## config.mk

```make
export PLATFORM = sky130hd
export DESIGN_NAME = pointing_stick_frame_tracker_top_flat
export DESIGN_NICKNAME = d
export VERILOG_FILES = /design/src/sv/psft_pkg.sv /design/src/sv/psft_in_if.sv /design/src/sv/pointing_stick_frame_tracker_top.sv /design/src/sv/psft_div.sv /design/src/sv/psft_sqrt.sv /design/src/flat_wrapper.sv
export SDC_FILE = /design/constraint.sdc
export NUM_CORES = 2
export LEC_CHECK = 0
export ABC_AREA = 1
export BUFFER_PORTS_ARGS = -buffer_cell sky130_fd_sc_hd__buf_2
export CAP_MARGIN = 20
export CORE_AREA = 2 2 325 263
export DETAILED_ROUTE_END_ITERATION = 6
export DIE_AREA = 0 0 327 265
export SLEW_MARGIN = 20
export SYNTH_ARGS = -nofsm -noshare
export SYNTH_HDL_FRONTEND = slang
export SYNTH_SLANG_ARGS = --single-unit
```

## constraint.sdc

```tcl
create_clock -name clk -period 6.76 [get_ports clk]
set_input_delay 0.676 -clock clk [delete_from_list [all_inputs] [get_ports clk]]
set_output_delay 0.676 -clock clk [all_outputs]
set_load 0.01 [all_outputs]
```

## src/sv/psft_pkg.sv

```systemverilog
// Shared constants and a helper function for the pointing stick frame tracker.
`default_nettype none
package psft_pkg;

  // Widths of the shared serial divider and square root units.
  localparam int unsigned DIV_NUM_W = 17;
  localparam int unsigned DIV_DEN_W = 9;
  localparam int unsigned SQRT_IN_W = 17;
  localparam int unsigned ROOT_W    = 9;

  // Signal processing constants.
  localparam logic [11:0] LEVEL_FLOOR = 12'd1000;
  localparam logic [11:0] LEVEL_RAMP  = 12'd100;
  localparam logic [8:0]  DEAD_ZONE   = 9'd24;
  localparam logic [7:0]  CENTRE_LO   = 8'd104;
  localparam logic [7:0]  CENTRE_HI   = 8'd152;

  // Operation codes on the input channel.
  localparam logic OP_BYTE   = 1'b0;
  localparam logic OP_REPORT = 1'b1;

  // Wheel codes as stored in the pending register.
  localparam logic [1:0] WHEEL_NONE = 2'd0;
  localparam logic [1:0] WHEEL_UP   = 2'd1;
  localparam logic [1:0] WHEEL_DOWN = 2'd3;

  // Report divisor for each speed setting: 104 times (4 minus resolution).
  function automatic logic [DIV_DEN_W-1:0] report_gain(input logic [1:0] res);
    logic [DIV_DEN_W-1:0] g;
    case (res)
      2'd0:    g = 9'd416;
      2'd1:    g = 9'd312;
      2'd2:    g = 9'd208;
      default: g = 9'd104;
    endcase
    return g;
  endfunction

endpackage
`default_nettype wire

```

## src/sv/psft_in_if.sv

```systemverilog
// Channel interfaces for input items and result items.
`default_nettype none
interface psft_in_if;
  logic       valid;
  logic       ready;
  logic       op;
  logic [7:0] octet;
  logic       wheel_up_key;
  logic       wheel_down_key;
  logic [4:0] button_bits;

  modport source(output valid, op, octet, wheel_up_key, wheel_down_key, button_bits,
                 input ready);
  modport sink(input valid, op, octet, wheel_up_key, wheel_down_key, button_bits,
               output ready);
endinterface

interface psft_out_if;
  logic              valid;
  logic              ready;
  logic              sample_done;
  logic              touched;
  logic              report_valid;
  logic [4:0]        report_buttons;
  logic signed [7:0] report_dx;
  logic signed [7:0] report_dy;
  logic signed [1:0] report_wheel;

  modport source(output valid, sample_done, touched, report_valid, report_buttons,
                 report_dx, report_dy, report_wheel, input ready);
  modport sink(input valid, sample_done, touched, report_valid, report_buttons,
               report_dx, report_dy, report_wheel, output ready);
endinterface
`default_nettype wire

```

## src/sv/pointing_stick_frame_tracker_top.sv

```systemverilog
// Top level of the pointing stick frame tracker: frame parsing and sample sequencer.
//
//   channel  direction  transaction
//   in_ch    sink       one sensor byte or one report request
//   out_ch   source     one result for every input transaction
//   cfg_*    write      resolution register, taken at any cycle with cfg_we high
//
// A byte that does not complete a frame goes straight to the output step; a request
// passes the report compare, after two divisions of the accumulators while touched. A
// completing byte walks the level, peak, touch, wheel, square root and accumulate steps,
// with two divisions for motion and up to three more when the peak rises and decays.
// Reset is synchronous and clears all tracking state. One item is in work at a time; a
// stalled output holds the sequencer in its last step until the output register frees.
`default_nettype none
module pointing_stick_frame_tracker_top #(
  parameter int unsigned TOUCH_SAMPLES = 12
) (
  input  wire logic       clk,
  input  wire logic       rst_n,
  psft_in_if.sink         in_ch,
  psft_out_if.source      out_ch,
  input  wire logic       cfg_we,
  input  wire logic [1:0] cfg_wdata
);
  localparam int unsigned TC_W = $clog2(TOUCH_SAMPLES + 1);
  localparam int unsigned NW   = psft_pkg::DIV_NUM_W;
  localparam int unsigned DW   = psft_pkg::DIV_DEN_W;
  localparam int unsigned RW   = psft_pkg::ROOT_W;

  typedef enum logic [3:0] {
    S_IDLE, S_LEVEL, S_PEAK, S_THR1, S_TOUCH, S_DECAY, S_THR2, S_WHEEL,
    S_SQRT, S_MX, S_MY, S_SQ, S_RX, S_RY, S_REP, S_OUT
  } state_t;

  state_t           state_r, state_nxt;
  logic [1:0]       res_r;
  logic [2:0]       bidx_r, bidx_nxt;
  logic [11:0]      ftouch_r, ftouch_nxt;
  logic [7:0]       fx_r, fx_nxt, fy_r, fy_nxt;
  logic [11:0]      filt_r, filt_nxt, thr_r, thr_nxt, peak_r, peak_nxt, ceil_r, ceil_nxt;
  logic [TC_W-1:0]  tcnt_r, tcnt_nxt;
  logic [7:0]       cx_r, cx_nxt, cy_r, cy_nxt, lx_r, lx_nxt, ly_r, ly_nxt;
  logic [15:0]      accx_r, accx_nxt, accy_r, accy_nxt;
  logic [1:0]       wpend_r, wpend_nxt;
  logic [28:0]      lrep_r, lrep_nxt;
  logic             up_r, up_nxt, down_r, down_nxt;
  logic [4:0]       btn_r, btn_nxt;
  logic [7:0]       ax_r, ax_nxt, ay_r, ay_nxt;
  logic             nx_r, nx_nxt, ny_r, ny_nxt;
  logic [RW-1:0]    root_r, root_nxt;
  logic [7:0]       mqx_r, mqx_nxt, mqy_r, mqy_nxt;
  logic [DW-1:0]    qx_r, qx_nxt, rx_r, rx_nxt;
  logic             rdone_r, rdone_nxt, rvalid_r, rvalid_nxt;
  logic [4:0]       rbtn_r, rbtn_nxt;
  logic [7:0]       rdx_r, rdx_nxt, rdy_r, rdy_nxt;
  logic [1:0]       rwh_r, rwh_nxt;
  logic             ov_r, ov_nxt;
  logic             od_r, ot_r, orv_r;
  logic [4:0]       ob_r;
  logic [7:0]       odx_r, ody_r;
  logic [1:0]       ow_r;

  logic             div_start, div_done;
  logic [NW-1:0]    div_num, div_quot;
  logic [DW-1:0]    div_den, div_rem;
  logic             sq_start, sq_done;
  logic [NW-1:0]    sq_val;
  logic [RW-1:0]    sq_root;

  logic             touched_now;
  logic [2:0]       idx;
  logic [11:0]      t1, t2, p2;
  logic [12:0]      lim;
  logic [7:0]       dax, day;
  logic [15:0]      msq_x, msq_y;
  logic [16:0]      absa;
  logic [8:0]       rsub;
  logic [DW-1:0]    gain;
  logic [7:0]       dq, dq2, w8;
  logic [28:0]      rep;
  logic             load_out;

  psft_div u_div (
    .clk(clk), .rst_n(rst_n), .start(div_start), .num(div_num), .den(div_den),
    .done(div_done), .quot(div_quot), .rem(div_rem)
  );

  psft_sqrt u_sqrt (
    .clk(clk), .rst_n(rst_n), .start(sq_start), .val(sq_val),
    .done(sq_done), .root(sq_root)
  );

  assign touched_now = (filt_r < thr_r) && (tcnt_r >= TC_W'(TOUCH_SAMPLES));
  assign in_ch.ready = (state_r == S_IDLE);
  assign load_out    = (state_r == S_OUT) && (!ov_r || out_ch.ready);

  // Sequencer: parses bytes, then walks the sample or report steps.
  always_comb begin
    state_nxt = state_r;
    bidx_nxt = bidx_r; ftouch_nxt = ftouch_r; fx_nxt = fx_r; fy_nxt = fy_r;
    filt_nxt = filt_r; thr_nxt = thr_r; peak_nxt = peak_r; ceil_nxt = ceil_r;
    tcnt_nxt = tcnt_r; cx_nxt = cx_r; cy_nxt = cy_r; lx_nxt = lx_r; ly_nxt = ly_r;
    accx_nxt = accx_r; accy_nxt = accy_r; wpend_nxt = wpend_r; lrep_nxt = lrep_r;
    up_nxt = up_r; down_nxt = down_r; btn_nxt = btn_r;
    ax_nxt = ax_r; ay_nxt = ay_r; nx_nxt = nx_r; ny_nxt = ny_r; root_nxt = root_r;
    mqx_nxt = mqx_r; mqy_nxt = mqy_r; qx_nxt = qx_r; rx_nxt = rx_r;
    rdone_nxt = rdone_r; rvalid_nxt = rvalid_r; rbtn_nxt = rbtn_r;
    rdx_nxt = rdx_r; rdy_nxt = rdy_r; rwh_nxt = rwh_r;
    div_start = 1'b0; div_num = '0; div_den = '0;
    sq_start = 1'b0; sq_val = '0;
    idx = in_ch.octet[7] ? 3'd1 : bidx_r;
    t1 = (ftouch_r < psft_pkg::LEVEL_FLOOR) ? psft_pkg::LEVEL_FLOOR : ftouch_r;
    lim = {1'b0, ceil_r} + {1'b0, psft_pkg::LEVEL_RAMP};
    t2 = (lim < {1'b0, t1}) ? lim[11:0] : t1;
    p2 = (div_quot[11:0] < filt_r) ? filt_r : div_quot[11:0];
    dax = (fx_r < cx_r) ? (cx_r - fx_r) : (fx_r - cx_r);
    day = (fy_r < cy_r) ? (cy_r - fy_r) : (fy_r - cy_r);
    rsub = root_r - psft_pkg::DEAD_ZONE;
    msq_x = mqx_r * mqx_r;
    msq_y = mqy_r * mqy_r;
    gain = psft_pkg::report_gain(res_r);
    absa = ny_r ? (17'd0 - {accy_r[15], accy_r}) : {accy_r[15], accy_r};
    dq = nx_r ? (8'd0 - qx_r[7:0]) : qx_r[7:0];
    dq2 = ny_r ? (8'd0 - div_quot[7:0]) : div_quot[7:0];
    w8 = (wpend_r == psft_pkg::WHEEL_DOWN) ? 8'hFF : {6'd0, wpend_r};
    rep = '0;

    case (state_r)
      S_IDLE: begin
        if (in_ch.valid) begin
          up_nxt = in_ch.wheel_up_key;
          down_nxt = in_ch.wheel_down_key;
          btn_nxt = in_ch.button_bits;
          rdone_nxt = 1'b0; rvalid_nxt = 1'b0; rbtn_nxt = '0;
          rdx_nxt = '0; rdy_nxt = '0; rwh_nxt = '0;
          state_nxt = S_OUT;
          if (in_ch.op == psft_pkg::OP_BYTE) begin
            case (idx)
              3'd1: begin
                ftouch_nxt = {in_ch.octet[6:2], 7'd0};
                fy_nxt = {in_ch.octet[1], 7'd0};
                fx_nxt = {in_ch.octet[0], 7'd0};
                bidx_nxt = 3'd2;
              end
              3'd2: begin
                ftouch_nxt = ftouch_r | {4'd0, in_ch.octet};
                bidx_nxt = 3'd3;
              end
              3'd3: begin
                fx_nxt = fx_r | in_ch.octet;
                bidx_nxt = 3'd4;
              end
              3'd4: begin
                fy_nxt = fy_r | in_ch.octet;
                bidx_nxt = 3'd0;
                state_nxt = S_LEVEL;
              end
              default: bidx_nxt = 3'd0;
            endcase
          end else if (touched_now) begin
            nx_nxt = accx_r[15];
            ny_nxt = accy_r[15];
            div_start = 1'b1;
            div_num = accx_r[15] ? (17'd0 - {1'b1, accx_r}) : {1'b0, accx_r};
            div_den = gain;
            state_nxt = S_RX;
          end else begin
            state_nxt = S_REP;
          end
        end
      end
      // Clamp, ramp limit and low-pass filter of the touch level.
      S_LEVEL: begin
        if (ceil_r < t1) begin
          ceil_nxt = t2;
          filt_nxt = filt_r - {2'd0, filt_r[11:2]} + {2'd0, t2[11:2]};
        end else begin
          filt_nxt = filt_r - {2'd0, filt_r[11:2]} + {2'd0, t1[11:2]};
        end
        state_nxt = S_PEAK;
      end
      S_PEAK: begin
        state_nxt = S_TOUCH;
        if (peak_r < filt_r) begin
          peak_nxt = filt_r;
          div_start = 1'b1;
          div_num = NW'(filt_r * 15'd5);
          div_den = DW'(7);
          state_nxt = S_THR1;
        end
      end
      S_THR1: begin
        if (div_done) begin
          thr_nxt = div_quot[11:0];
          state_nxt = S_TOUCH;
        end
      end
      // Touch debounce, and centre recalibration when idle and still.
      S_TOUCH: begin
        state_nxt = S_WHEEL;
        if (filt_r < thr_r) begin
          if (tcnt_r < TC_W'(TOUCH_SAMPLES)) tcnt_nxt = tcnt_r + 1'b1;
        end else begin
          tcnt_nxt = '0;
          if (((fx_r > psft_pkg::CENTRE_LO && fx_r < psft_pkg::CENTRE_HI &&
                fy_r > psft_pkg::CENTRE_LO && fy_r < psft_pkg::CENTRE_HI) ||
               (cx_r == 8'd0 && cy_r == 8'd0)) && fx_r == lx_r && fy_r == ly_r) begin
            cx_nxt = fx_r;
            cy_nxt = fy_r;
            if (tcnt_r == TC_W'(TOUCH_SAMPLES)) begin
              div_start = 1'b1;
              div_num = NW'({peak_r, 3'd0});
              div_den = DW'(9);
              state_nxt = S_DECAY;
            end
          end
        end
      end
      S_DECAY: begin
        if (div_done) begin
          peak_nxt = p2;
          div_start = 1'b1;
          div_num = NW'(p2 * 15'd5);
          div_den = DW'(7);
          state_nxt = S_THR2;
        end
      end
      S_THR2: begin
        if (div_done) begin
          thr_nxt = div_quot[11:0];
          state_nxt = S_WHEEL;
        end
      end
      // Wheel sampling and the radial distance from the centre.
      S_WHEEL: begin
        if (touched_now) begin
          wpend_nxt = up_r ? psft_pkg::WHEEL_UP :
                      (down_r ? psft_pkg::WHEEL_DOWN : psft_pkg::WHEEL_NONE);
        end
        nx_nxt = fx_r < cx_r;
        ny_nxt = fy_r < cy_r;
        ax_nxt = dax;
        ay_nxt = day;
        sq_start = 1'b1;
        sq_val = NW'(dax * dax) + NW'(day * day);
        state_nxt = S_SQRT;
      end
      S_SQRT: begin
        if (sq_done) begin
          root_nxt = sq_root;
          if (sq_root > psft_pkg::DEAD_ZONE) begin
            div_start = 1'b1;
            div_num = NW'(ax_r * (sq_root - psft_pkg::DEAD_ZONE));
            div_den = sq_root;
            state_nxt = S_MX;
          end else begin
            mqx_nxt = '0;
            mqy_nxt = '0;
            state_nxt = S_SQ;
          end
        end
      end
      S_MX: begin
        if (div_done) begin
          mqx_nxt = div_quot[7:0];
          div_start = 1'b1;
          div_num = NW'(ay_r * rsub);
          div_den = root_r;
          state_nxt = S_MY;
        end
      end
      S_MY: begin
        if (div_done) begin
          mqy_nxt = div_quot[7:0];
          state_nxt = S_SQ;
        end
      end
      // Squared motion goes into the wrapping accumulators.
      S_SQ: begin
        accx_nxt = nx_r ? (accx_r - msq_x) : (accx_r + msq_x);
        accy_nxt = ny_r ? (accy_r - msq_y) : (accy_r + msq_y);
        lx_nxt = fx_r;
        ly_nxt = fy_r;
        rdone_nxt = 1'b1;
        state_nxt = S_OUT;
      end
      S_RX: begin
        if (div_done) begin
          qx_nxt = div_quot[DW-1:0];
          rx_nxt = div_rem;
          div_start = 1'b1;
          div_num = absa;
          div_den = gain;
          state_nxt = S_RY;
        end
      end
      S_RY: begin
        if (div_done) begin
          rdx_nxt = dq;
          rdy_nxt = dq2;
          accx_nxt = nx_r ? (16'd0 - {7'd0, rx_r}) : {7'd0, rx_r};
          accy_nxt = ny_r ? (16'd0 - {7'd0, div_rem}) : {7'd0, div_rem};
          rbtn_nxt = btn_r;
          rwh_nxt = wpend_r;
          wpend_nxt = psft_pkg::WHEEL_NONE;
          state_nxt = S_REP;
        end
      end
      // Compare against the last sent report.
      S_REP: begin
        rep = {(rwh_r == psft_pkg::WHEEL_DOWN) ? 8'hFF : {6'd0, rwh_r},
               rdy_r, rdx_r, rbtn_r};
        if (rdx_r != 8'd0 || rdy_r != 8'd0 || rwh_r != 2'd0 || rep != lrep_r) begin
          rvalid_nxt = 1'b1;
          lrep_nxt = rep;
        end
        state_nxt = S_OUT;
      end
      S_OUT: begin
        if (load_out) state_nxt = S_IDLE;
      end
      default: state_nxt = S_IDLE;
    endcase
    if (w8 == 8'd0 && rep == 29'd0) rep = '0;
  end

  assign ov_nxt = load_out ? 1'b1 : (ov_r && !out_ch.ready);

  // State registers, configuration register and output register.
  always_ff @(posedge clk) begin
    if (!rst_n) begin
      state_r <= S_IDLE;
      res_r <= '0;
      bidx_r <= '0; ftouch_r <= '0; fx_r <= '0; fy_r <= '0;
      filt_r <= '0; thr_r <= '0; peak_r <= '0; ceil_r <= '0; tcnt_r <= '0;
      cx_r <= '0; cy_r <= '0; lx_r <= '0; ly_r <= '0;
      accx_r <= '0; accy_r <= '0; wpend_r <= '0; lrep_r <= '0;
      ov_r <= 1'b0;
    end else begin
      state_r <= state_nxt;
      if (cfg_we) res_r <= cfg_wdata;
      bidx_r <= bidx_nxt; ftouch_r <= ftouch_nxt; fx_r <= fx_nxt; fy_r <= fy_nxt;
      filt_r <= filt_nxt; thr_r <= thr_nxt; peak_r <= peak_nxt; ceil_r <= ceil_nxt;
      tcnt_r <= tcnt_nxt;
      cx_r <= cx_nxt; cy_r <= cy_nxt; lx_r <= lx_nxt; ly_r <= ly_nxt;
      accx_r <= accx_nxt; accy_r <= accy_nxt; wpend_r <= wpend_nxt; lrep_r <= lrep_nxt;
      ov_r <= ov_nxt;
    end
    up_r <= up_nxt; down_r <= down_nxt; btn_r <= btn_nxt;
    ax_r <= ax_nxt; ay_r <= ay_nxt; nx_r <= nx_nxt; ny_r <= ny_nxt; root_r <= root_nxt;
    mqx_r <= mqx_nxt; mqy_r <= mqy_nxt; qx_r <= qx_nxt; rx_r <= rx_nxt;
    rdone_r <= rdone_nxt; rvalid_r <= rvalid_nxt; rbtn_r <= rbtn_nxt;
    rdx_r <= rdx_nxt; rdy_r <= rdy_nxt; rwh_r <= rwh_nxt;
    if (load_out) begin
      od_r <= rdone_r;
      ot_r <= touched_now;
      orv_r <= rvalid_r;
      ob_r <= rbtn_r;
      odx_r <= rdx_r;
      ody_r <= rdy_r;
      ow_r <= rwh_r;
    end
  end

  assign out_ch.valid          = ov_r;
  assign out_ch.sample_done    = od_r;
  assign out_ch.touched        = ot_r;
  assign out_ch.report_valid   = orv_r;
  assign out_ch.report_buttons = ob_r;
  assign out_ch.report_dx      = odx_r;
  assign out_ch.report_dy      = ody_r;
  assign out_ch.report_wheel   = ow_r;
endmodule
`default_nettype wire

```

## src/sv/psft_div.sv

```systemverilog
// Restoring divider that produces one quotient bit per cycle.
`default_nettype none
module psft_div (
  input  wire logic                            clk,
  input  wire logic                            rst_n,
  input  wire logic                            start,
  input  wire logic [psft_pkg::DIV_NUM_W-1:0]  num,
  input  wire logic [psft_pkg::DIV_DEN_W-1:0]  den,
  output logic                                 done,
  output logic [psft_pkg::DIV_NUM_W-1:0]       quot,
  output logic [psft_pkg::DIV_DEN_W-1:0]       rem
);
  localparam int unsigned NW = psft_pkg::DIV_NUM_W;
  localparam int unsigned DW = psft_pkg::DIV_DEN_W;
  localparam int unsigned CW = $clog2(NW + 1);

  logic          busy_r, busy_nxt;
  logic          done_r, done_nxt;
  logic [CW-1:0] cnt_r, cnt_nxt;
  logic [NW-1:0] sh_r, sh_nxt;
  logic [DW-1:0] rem_r, rem_nxt;
  logic [DW-1:0] den_r, den_nxt;
  logic [DW:0]   trial;
  logic [DW:0]   diff;
  logic          ge;

  // One shift and trial subtract per cycle; quotient bits enter at the bottom.
  always_comb begin
    trial    = {rem_r, sh_r[NW-1]};
    diff     = trial - {1'b0, den_r};
    ge       = trial >= {1'b0, den_r};
    busy_nxt = busy_r;
    done_nxt = 1'b0;
    cnt_nxt  = cnt_r;
    sh_nxt   = sh_r;
    rem_nxt  = rem_r;
    den_nxt  = den_r;
    if (start) begin
      busy_nxt = 1'b1;
      cnt_nxt  = CW'(NW);
      sh_nxt   = num;
      rem_nxt  = '0;
      den_nxt  = den;
    end else if (busy_r) begin
      sh_nxt  = {sh_r[NW-2:0], ge};
      rem_nxt = ge ? diff[DW-1:0] : trial[DW-1:0];
      cnt_nxt = cnt_r - 1'b1;
      if (cnt_r == CW'(1)) begin
        busy_nxt = 1'b0;
        done_nxt = 1'b1;
      end
    end
  end

  always_ff @(posedge clk) begin
    if (!rst_n) begin
      busy_r <= 1'b0;
      done_r <= 1'b0;
      cnt_r  <= '0;
    end else begin
      busy_r <= busy_nxt;
      done_r <= done_nxt;
      cnt_r  <= cnt_nxt;
    end
    sh_r  <= sh_nxt;
    rem_r <= rem_nxt;
    den_r <= den_nxt;
  end

  assign done = done_r;
  assign quot = sh_r;
  assign rem  = rem_r;
endmodule
`default_nettype wire

```

## src/sv/psft_sqrt.sv

```systemverilog
// Floor square root that takes one bit pair of the radicand per cycle.
`default_nettype none
module psft_sqrt (
  input  wire logic                            clk,
  input  wire logic                            rst_n,
  input  wire logic                            start,
  input  wire logic [psft_pkg::SQRT_IN_W-1:0]  val,
  output logic                                 done,
  output logic [psft_pkg::ROOT_W-1:0]          root
);
  localparam int unsigned RW = psft_pkg::ROOT_W;
  localparam int unsigned PW = 2 * RW;
  localparam int unsigned MW = RW + 3;
  localparam int unsigned CW = $clog2(RW + 1);

  logic          busy_r, busy_nxt;
  logic          done_r, done_nxt;
  logic [CW-1:0] cnt_r, cnt_nxt;
  logic [PW-1:0] sh_r, sh_nxt;
  logic [MW-1:0] rem_r, rem_nxt;
  logic [RW-1:0] root_r, root_nxt;
  logic [MW-1:0] acc;
  logic [MW-1:0] test;

  // Bring down two radicand bits, then try to append a one to the root.
  always_comb begin
    acc      = {rem_r[MW-3:0], sh_r[PW-1:PW-2]};
    test     = {1'b0, root_r, 2'b01};
    busy_nxt = busy_r;
    done_nxt = 1'b0;
    cnt_nxt  = cnt_r;
    sh_nxt   = sh_r;
    rem_nxt  = rem_r;
    root_nxt = root_r;
    if (start) begin
      busy_nxt = 1'b1;
      cnt_nxt  = CW'(RW);
      sh_nxt   = PW'(val);
      rem_nxt  = '0;
      root_nxt = '0;
    end else if (busy_r) begin
      sh_nxt  = {sh_r[PW-3:0], 2'b00};
      cnt_nxt = cnt_r - 1'b1;
      if (acc >= test) begin
        rem_nxt  = acc - test;
        root_nxt = {root_r[RW-2:0], 1'b1};
      end else begin
        rem_nxt  = acc;
        root_nxt = {root_r[RW-2:0], 1'b0};
      end
      if (cnt_r == CW'(1)) begin
        busy_nxt = 1'b0;
        done_nxt = 1'b1;
      end
    end
  end

  always_ff @(posedge clk) begin
    if (!rst_n) begin
      busy_r <= 1'b0;
      done_r <= 1'b0;
      cnt_r  <= '0;
    end else begin
      busy_r <= busy_nxt;
      done_r <= done_nxt;
      cnt_r  <= cnt_nxt;
    end
    sh_r   <= sh_nxt;
    rem_r  <= rem_nxt;
    root_r <= root_nxt;
  end

  assign done = done_r;
  assign root = root_r;
endmodule
`default_nettype wire

```

## src/flat_wrapper.sv

```systemverilog
// flat-port wrapper written by rule: the top's interface ports become plain ports
module pointing_stick_frame_tracker_top_flat 
#(
  parameter int unsigned TOUCH_SAMPLES = 12
)
  (clk, rst_n, cfg_we, cfg_wdata, in_ch_valid, in_ch_op, in_ch_octet, in_ch_wheel_up_key, in_ch_wheel_down_key, in_ch_button_bits, in_ch_ready, out_ch_valid, out_ch_sample_done, out_ch_touched, out_ch_report_valid, out_ch_report_buttons, out_ch_report_dx, out_ch_report_dy, out_ch_report_wheel, out_ch_ready);
  psft_in_if in_ch_i ();
  psft_out_if out_ch_i ();
  input  wire logic clk;
  input  wire logic rst_n;
  input  wire logic cfg_we;
  input  wire logic [1:0] cfg_wdata;
  input wire logic [$bits(in_ch_i.valid)-1:0] in_ch_valid;
  input wire logic [$bits(in_ch_i.op)-1:0] in_ch_op;
  input wire logic [$bits(in_ch_i.octet)-1:0] in_ch_octet;
  input wire logic [$bits(in_ch_i.wheel_up_key)-1:0] in_ch_wheel_up_key;
  input wire logic [$bits(in_ch_i.wheel_down_key)-1:0] in_ch_wheel_down_key;
  input wire logic [$bits(in_ch_i.button_bits)-1:0] in_ch_button_bits;
  output wire logic [$bits(in_ch_i.ready)-1:0] in_ch_ready;
  output wire logic [$bits(out_ch_i.valid)-1:0] out_ch_valid;
  output wire logic [$bits(out_ch_i.sample_done)-1:0] out_ch_sample_done;
  output wire logic [$bits(out_ch_i.touched)-1:0] out_ch_touched;
  output wire logic [$bits(out_ch_i.report_valid)-1:0] out_ch_report_valid;
  output wire logic [$bits(out_ch_i.report_buttons)-1:0] out_ch_report_buttons;
  output wire logic [$bits(out_ch_i.report_dx)-1:0] out_ch_report_dx;
  output wire logic [$bits(out_ch_i.report_dy)-1:0] out_ch_report_dy;
  output wire logic [$bits(out_ch_i.report_wheel)-1:0] out_ch_report_wheel;
  input wire logic [$bits(out_ch_i.ready)-1:0] out_ch_ready;
  assign in_ch_i.valid = in_ch_valid;
  assign in_ch_i.op = in_ch_op;
  assign in_ch_i.octet = in_ch_octet;
  assign in_ch_i.wheel_up_key = in_ch_wheel_up_key;
  assign in_ch_i.wheel_down_key = in_ch_wheel_down_key;
  assign in_ch_i.button_bits = in_ch_button_bits;
  assign in_ch_ready = in_ch_i.ready;
  assign out_ch_valid = out_ch_i.valid;
  assign out_ch_sample_done = out_ch_i.sample_done;
  assign out_ch_touched = out_ch_i.touched;
  assign out_ch_report_valid = out_ch_i.report_valid;
  assign out_ch_report_buttons = out_ch_i.report_buttons;
  assign out_ch_report_dx = out_ch_i.report_dx;
  assign out_ch_report_dy = out_ch_i.report_dy;
  assign out_ch_report_wheel = out_ch_i.report_wheel;
  assign out_ch_i.ready = out_ch_ready;
  pointing_stick_frame_tracker_top #(.TOUCH_SAMPLES(TOUCH_SAMPLES)) u_core (.clk(clk), .rst_n(rst_n), .in_ch(in_ch_i), .out_ch(out_ch_i), .cfg_we(cfg_we), .cfg_wdata(cfg_wdata));
endmodule
```

Word-level counts from Yosys, hierarchy flattened
Index checks and enable logic that the tools add are counted.

Equality and inequality tests: 45. Multiplexer cells: 141. $lt $le $gt $ge: 17. Reduce and logical (&&, ||, !) cells: 66. Bitwise logic cells: 8. Add/sub/neg operators: 26. Multiply operators: 8.

Operator list (count): 2-to-1 mux 17 bit (16); case mux 17 bit (7 select lines) (1); 2-to-1 mux 16 bit (6); case mux 8 bit (2 select lines) (6); 2-to-1 mux 9 bit (10); 2-to-1 mux 8 bit (11); 2-to-1 mux 4 bit (19); 2-to-1 mux 12 bit (6); multiplier 8 x 8 -> 16 bit (4); case mux 16 bit (2 select lines) (2); case mux 9 bit (7 select lines) (1); case mux 4 bit (15 select lines) (1); less-than comparator 12 bit (4); case mux 12 bit (2 select lines) (2); 2-to-1 mux 15 bit (3); equality test 4 bit, second input constant (9); adder 16 bit (2); subtractor 16 bit (2); subtractor 8 bit (4); multiplier 12 x 3 -> 15 bit, second input constant (2); nonzero test 2 bit (15); 2-to-1 mux 1 bit (29); != test 29 bit (1); case mux 9 bit (3 select lines) (1); other kinds (64) (154).

Input bits: 23. Logic and storage cells: 371. Bits in registers: 388. Output and inout bits: 28.

Logic depth before layout (Yosys ltp)
Depth after elaboration: 11. Mapped depth: 38. Gate-level depth less buffers: 38.

By module
A second synthesis with hierarchy kept.

Cell total of the unflattened synthesis: 5079. Area total of the unflattened synthesis: 37678.6 um^2.

By module, submodules not included: pointing_stick_frame_tracker_top (sequential area each 7146.9 um^2, instances 1, cells an instance 4496, area each 33096.7 um^2); psft_sqrt (sequential area each 1031.0 um^2, instances 1, cells an instance 309, area each 2344.7 um^2); psft_div (sequential area each 1101.1 um^2, instances 1, cells an instance 274, area each 2237.1 um^2).

Least setup slack after synthesis
Ideal clock, no wire load.

Kind: reg2reg. Start: register u_core.fy_r[0]. End: register u_core.u_sqrt.sh_r[15] (data pin). Library setup time: 0.257 ns. Period minus slack after synthesis: 7.321 ns. Setup slack: -0.561 ns. Arrival: 7.063 ns. Buffers on the path: 0. Cell stages (with the launch flop): 35. Data required time: 6.503 ns. Cell sequence: dfxtp_1 inv_1 ha_1 inv_1 fa_1 nand3_1 nand2_1 a21oi_2 o21ai_1 a21o_2 or2_0 o21ai_2 xor2_2 inv_2 nor2_1 fa_1 fa_1 fa_1 fa_1 fa_1 inv_1 fa_1 inv_1 ha_1 a21oi_1 o21ai_0 a21oi_1 o21ai_0 nand2_1 inv_1 o21ai_0 nand2_1 or2_2 nand3_1 nand2_1.

Word-level cells in the longest chain between the ends: 6. Elaborated cells between the ends (all ways): 8. Classes of those cells: add/sub: 3; mul: 1; order compare: 1; mux: 3.

RTL lines: start: declaration (RTL line pointing_stick_frame_tracker_top.sv:39) `logic [7:0] fx_r, fx_nxt, fy_r, fy_nxt;`; start signal: assignment (RTL line pointing_stick_frame_tracker_top.sv:342) `bidx_r <= bidx_nxt; ftouch_r <= ftouch_nxt; fx_r <= fx_nxt; fy_r <= fy_nxt;`; subtractor 8 bit / less-than comparator 8 bit (equally long branches) (RTL line pointing_stick_frame_tracker_top.sv:117) `day = (fy_r < cy_r) ? (cy_r - fy_r) : (fy_r - cy_r);`; 2-to-1 mux 8 bit * (RTL line pointing_stick_frame_tracker_top.sv:117); via u_core.day[3] (RTL line pointing_stick_frame_tracker_top.sv:74) `logic [7:0] dax, day;`; multiplier 8 x 8 -> 16 bit * (RTL line pointing_stick_frame_tracker_top.sv:245) `sq_val = NW'(dax * dax) + NW'(day * day);`; adder 16 x 16 -> 17 bit * (RTL line pointing_stick_frame_tracker_top.sv:245); 2-to-1 mux 17 bit * (RTL line pointing_stick_frame_tracker_top.sv:128) `case (state_r)`; 2-to-1 mux 17 bit * (RTL line psft_sqrt.sv:35) `if (start) begin`; via u_core.u_sqrt.sh_nxt[15] (RTL line psft_sqrt.sv:19) `logic [PW-1:0] sh_r, sh_nxt;`; end signal: assignment (RTL line psft_sqrt.sv:68) `sh_r <= sh_nxt;`; end: declaration (RTL line psft_sqrt.sv:19).

Mark *: on every way through the listed nets, which the timed path passes. The rest lies on a longest branch. A chain may end at the register's enable or synchronous reset.

Worst setup path in the final report
Same ends and word-level chain as after synthesis.

==> metrics.md <==
| Metric | Value |
|---|---|
| Delay-heaviest family, CP | adder cells |
| RSZ-0062 raised after global routing | true |
| Met1 Routed Length | 50.1 mm |
| Critical Path Fanout Max | 5 |
| I/O pins | 51 |
| Post-synth top area share | 13.1% |
| Count leader, synth | inv_1 |
| Min Tclk post-route | just under 7 ns |
| Final TNS setup | -0.189 ns |
| Die height | about 270 um |
| Commonest cells post-synth | 957 x inv_1, 886 x nand2_1, 400 x nor2_1, 385 x ha_1, 378 x a21oi_1 |
| Via Count | 32500 |
| CP Capture Type | register |
| CTS tree | built |
| Final #Nets | approximately 5800 |
| Worst slew pin tran | roughly 1 ns |
| Worst slew margin | 32.2% |
| Routed length on met3 | 6.85 mm |
| DRC Markers | 0 |
| Failing checks | negative setup slack |
| Global route overflow | 0 |
| Core area | 83300 um2 |
| Post-Synthesis Cells | a little under 5000 |
| Number of synthesized flops with an enable pin | 161 |
| Avg Cell Area, Syn | 7.52 um2 |
| Global-route wire length before repair | between 150 and 200 mm |
| Max Fclk | 144 MHz |
| Crit-path max cell delay | 0.58 ns |
| CTS Buf Count | 45 |
| Slowest cell on crit path | fa_1 |
| Pin count of the biggest net entering global routing | 62 |
| CTS Root Cell | clkbuf_16 |
| Synth unique cells | 71 |
| Initial Utilization | 44.6% |
| Synthesis-to-layout area growth | 13.4% |
| Post-route insts no fill | 6264 |
| Fin Clk Skew | 0.0231 ns |
| Crit path arrival time | ~7.3 ns |
| Worst Path Buf+Inv | 10 |
| Hold-fix buffers, CTS | 0 |
| Top sig layer | met5 |
| GRT Util Overall | 24.1% |
| Post-Route WL | between 100 and 150 mm |
| IO Port Bufs | 50 |
| Final Setup Violations | 2 |
| Worst min path class | input port to register |
| Worst-Skew Late Latency | 0.61 ns |
| Final hold vios | 0 |
| CP Class | register to register |
| # rows | 95 |
| Metal2 WL | 44.9 mm |
| Outcome | complete, but fails checks |
| Vias per cell | 5.18 |
| Predominant post-synthesis flop cell | dfxtp_1 |
| Die X | 327 um |
| Clock Tree Buf Depth | 3 |
| Post-synthesis async set-or-reset flop share | 0% |
| H-Tree Depth | 2 |
| YS warnings | 0 |
| Design area | around 42000 um2 |
| GPL Wtd Cong | 0.914 |
| Post-Syn Area | 37200 um2 |
| Final ANT Viol Nets | 0 |
| Top area cells in the synthesized netlist | fa_1 13%, edfxtp_1 13%, ha_1 13%, dfxtp_1 12%, inv_1 9.7% |
| Required @ worst endpoint | 7.11 ns |
| Leading area contributor after synthesis | fa_1 |
| DPL Wire Length | 81.9 mm |
| CP startpoint kind | register |
| Vias in the first global route | 30900 |
| WL/cell | about 17 um |
| DRT iter0 DRCs | ~2400 |
| # Max-Cap Violations | 0 |
| Sink Count | 383 |
| Post-Synthesis Net Count | 5594 |
| Register area share after synthesis | about a quarter |
| Placed Area | 39900 um2 |
| Fin. max-slew vios | 0 |
| DIE AREA | 86700 um2 |
| 1st-pass router iterations | 6 |
| Antenna violations before repair | 4 |
| Total placed cells including tap cells | about 6200 |
| Crit share post-route | 103% |
| Fin worst setup slack | -0.175 ns |
| Final core occ | 50.6% |
| Clk slew on worst S/H paths | 0.07 ns |
| Synth Register Bits | 383 |
| Share of layout cells above drive strength 1 | around 10% |
==> registers in the layout (all words and copies together), names as in the netlist, 10 cells and up <==
register	count
u_core.ceil_r	12
u_core.u_sqrt.sh_r	18
u_core.u_div.quot	17
u_core.ftouch_r	12
u_core.peak_r	12
u_core.u_sqrt.rem_r	10
u_core.accy_r	16
u_core.lrep_r	24
u_core.accx_r	16
u_core.filt_r	12
u_core.thr_r	12
==> path summary, 6_finish.rpt <==
kind                            cells after the start  slack [ns]                                    to                        start
worst max-delay path                               37       -0.18      u_core.u_sqrt.sh_r[15]$_DFFE_PP_  u_core.fy_r[0]$_SDFFE_PN0P_
worst min-delay path                                1        0.23             u_core.btn_r[3]$_DFFE_PP_         in_ch_button_bits[3]
worst max register to register                     37       -0.18      u_core.u_sqrt.sh_r[15]$_DFFE_PP_  u_core.fy_r[0]$_SDFFE_PN0P_
worst min register to register                      0        0.42  u_core.out_ch.report_valid$_DFFE_PP_    u_core.rvalid_r$_DFFE_PP_
==> metal layers <==
layer	vias up	GRT usage (%)
met5	-	0
met4	4	5.95
met3	134	4.17
met2	828	36.9
met1	15200	35.0
li1	16300	-
==> layout by cell type (no fill, tap or decap), types with 12 or more instances in the layout <==
cell type	synthesis	routed
inv_1	957	942
nand2_1	886	877
nor2_1	400	378
ha_1	385	373
a21oi_1	378	367
o21ai_0	327	310
fa_1	244	237
dfxtp_1	222	219
buf_4	5	205
nand3_1	204	198
edfxtp_1	161	161
xor2_1	114	111
nand4_1	69	69
nor3_1	64	63
xnor2_1	50	49
buf_2	15	49
clkbuf_16	0	47
o211ai_1	32	32
o22ai_1	30	30
inv_2	12	26
nor2_2	11	26
a211oi_1	22	22
or2_2	23	21
nor4_1	20	20
a31oi_1	21	20
o21ai_1	14	19
o21bai_1	14	14
o21ai_2	4	14
a21o_1	13	13
o2111ai_1	12	12
==> metrics by stage <==
stage | hold slack [ns] | setup slack, ns
after global placement | 0.405 | -0.359
after CTS | 0.195 | -0.165
after floorplan | 0.400 | -0.0882
final | 0.233 | -0.175
after global routing | 0.205 | -0.417
after detailed placement | 0.406 | -0.387
==> area by class of cell <==
type	count	area (um2)
Inverter	975	3680
Timing Repair Buffer	266	1940
Clock buffer	55	1230
Clock inverter	28	425
Fill cell	8102	41200
Sequential cell	383	9280
Multi-Input combinational cell	3441	24200
Antenna cell	1	2.50
Tap cell	1115	1400
==> cell families (layout without fill, tap and decap cells) <==
kind of cell	Yosys count	count (layout)	share of synthesized area, %
simple gates	1711	1711	19.4
buf+inv	1118	1324	11.5
compound gates	930	930	14.0
fa+ha+maj	629	629	26.1
flops	383	383	25.0
xor+xnor	167	167	3.99
other cells	2	3	0.0202
mux	2	2	0.0538
==> repair_timing <==
action                                  CTS  global route
gates resized for setup                  50            63
endpoints found under the setup margin    8            11
pin swaps                                53            30
setup buffers                            14             5
Power is not shown: default switching activity piles up to over one toggle a cycle in this logic, so the estimate is an artifact.
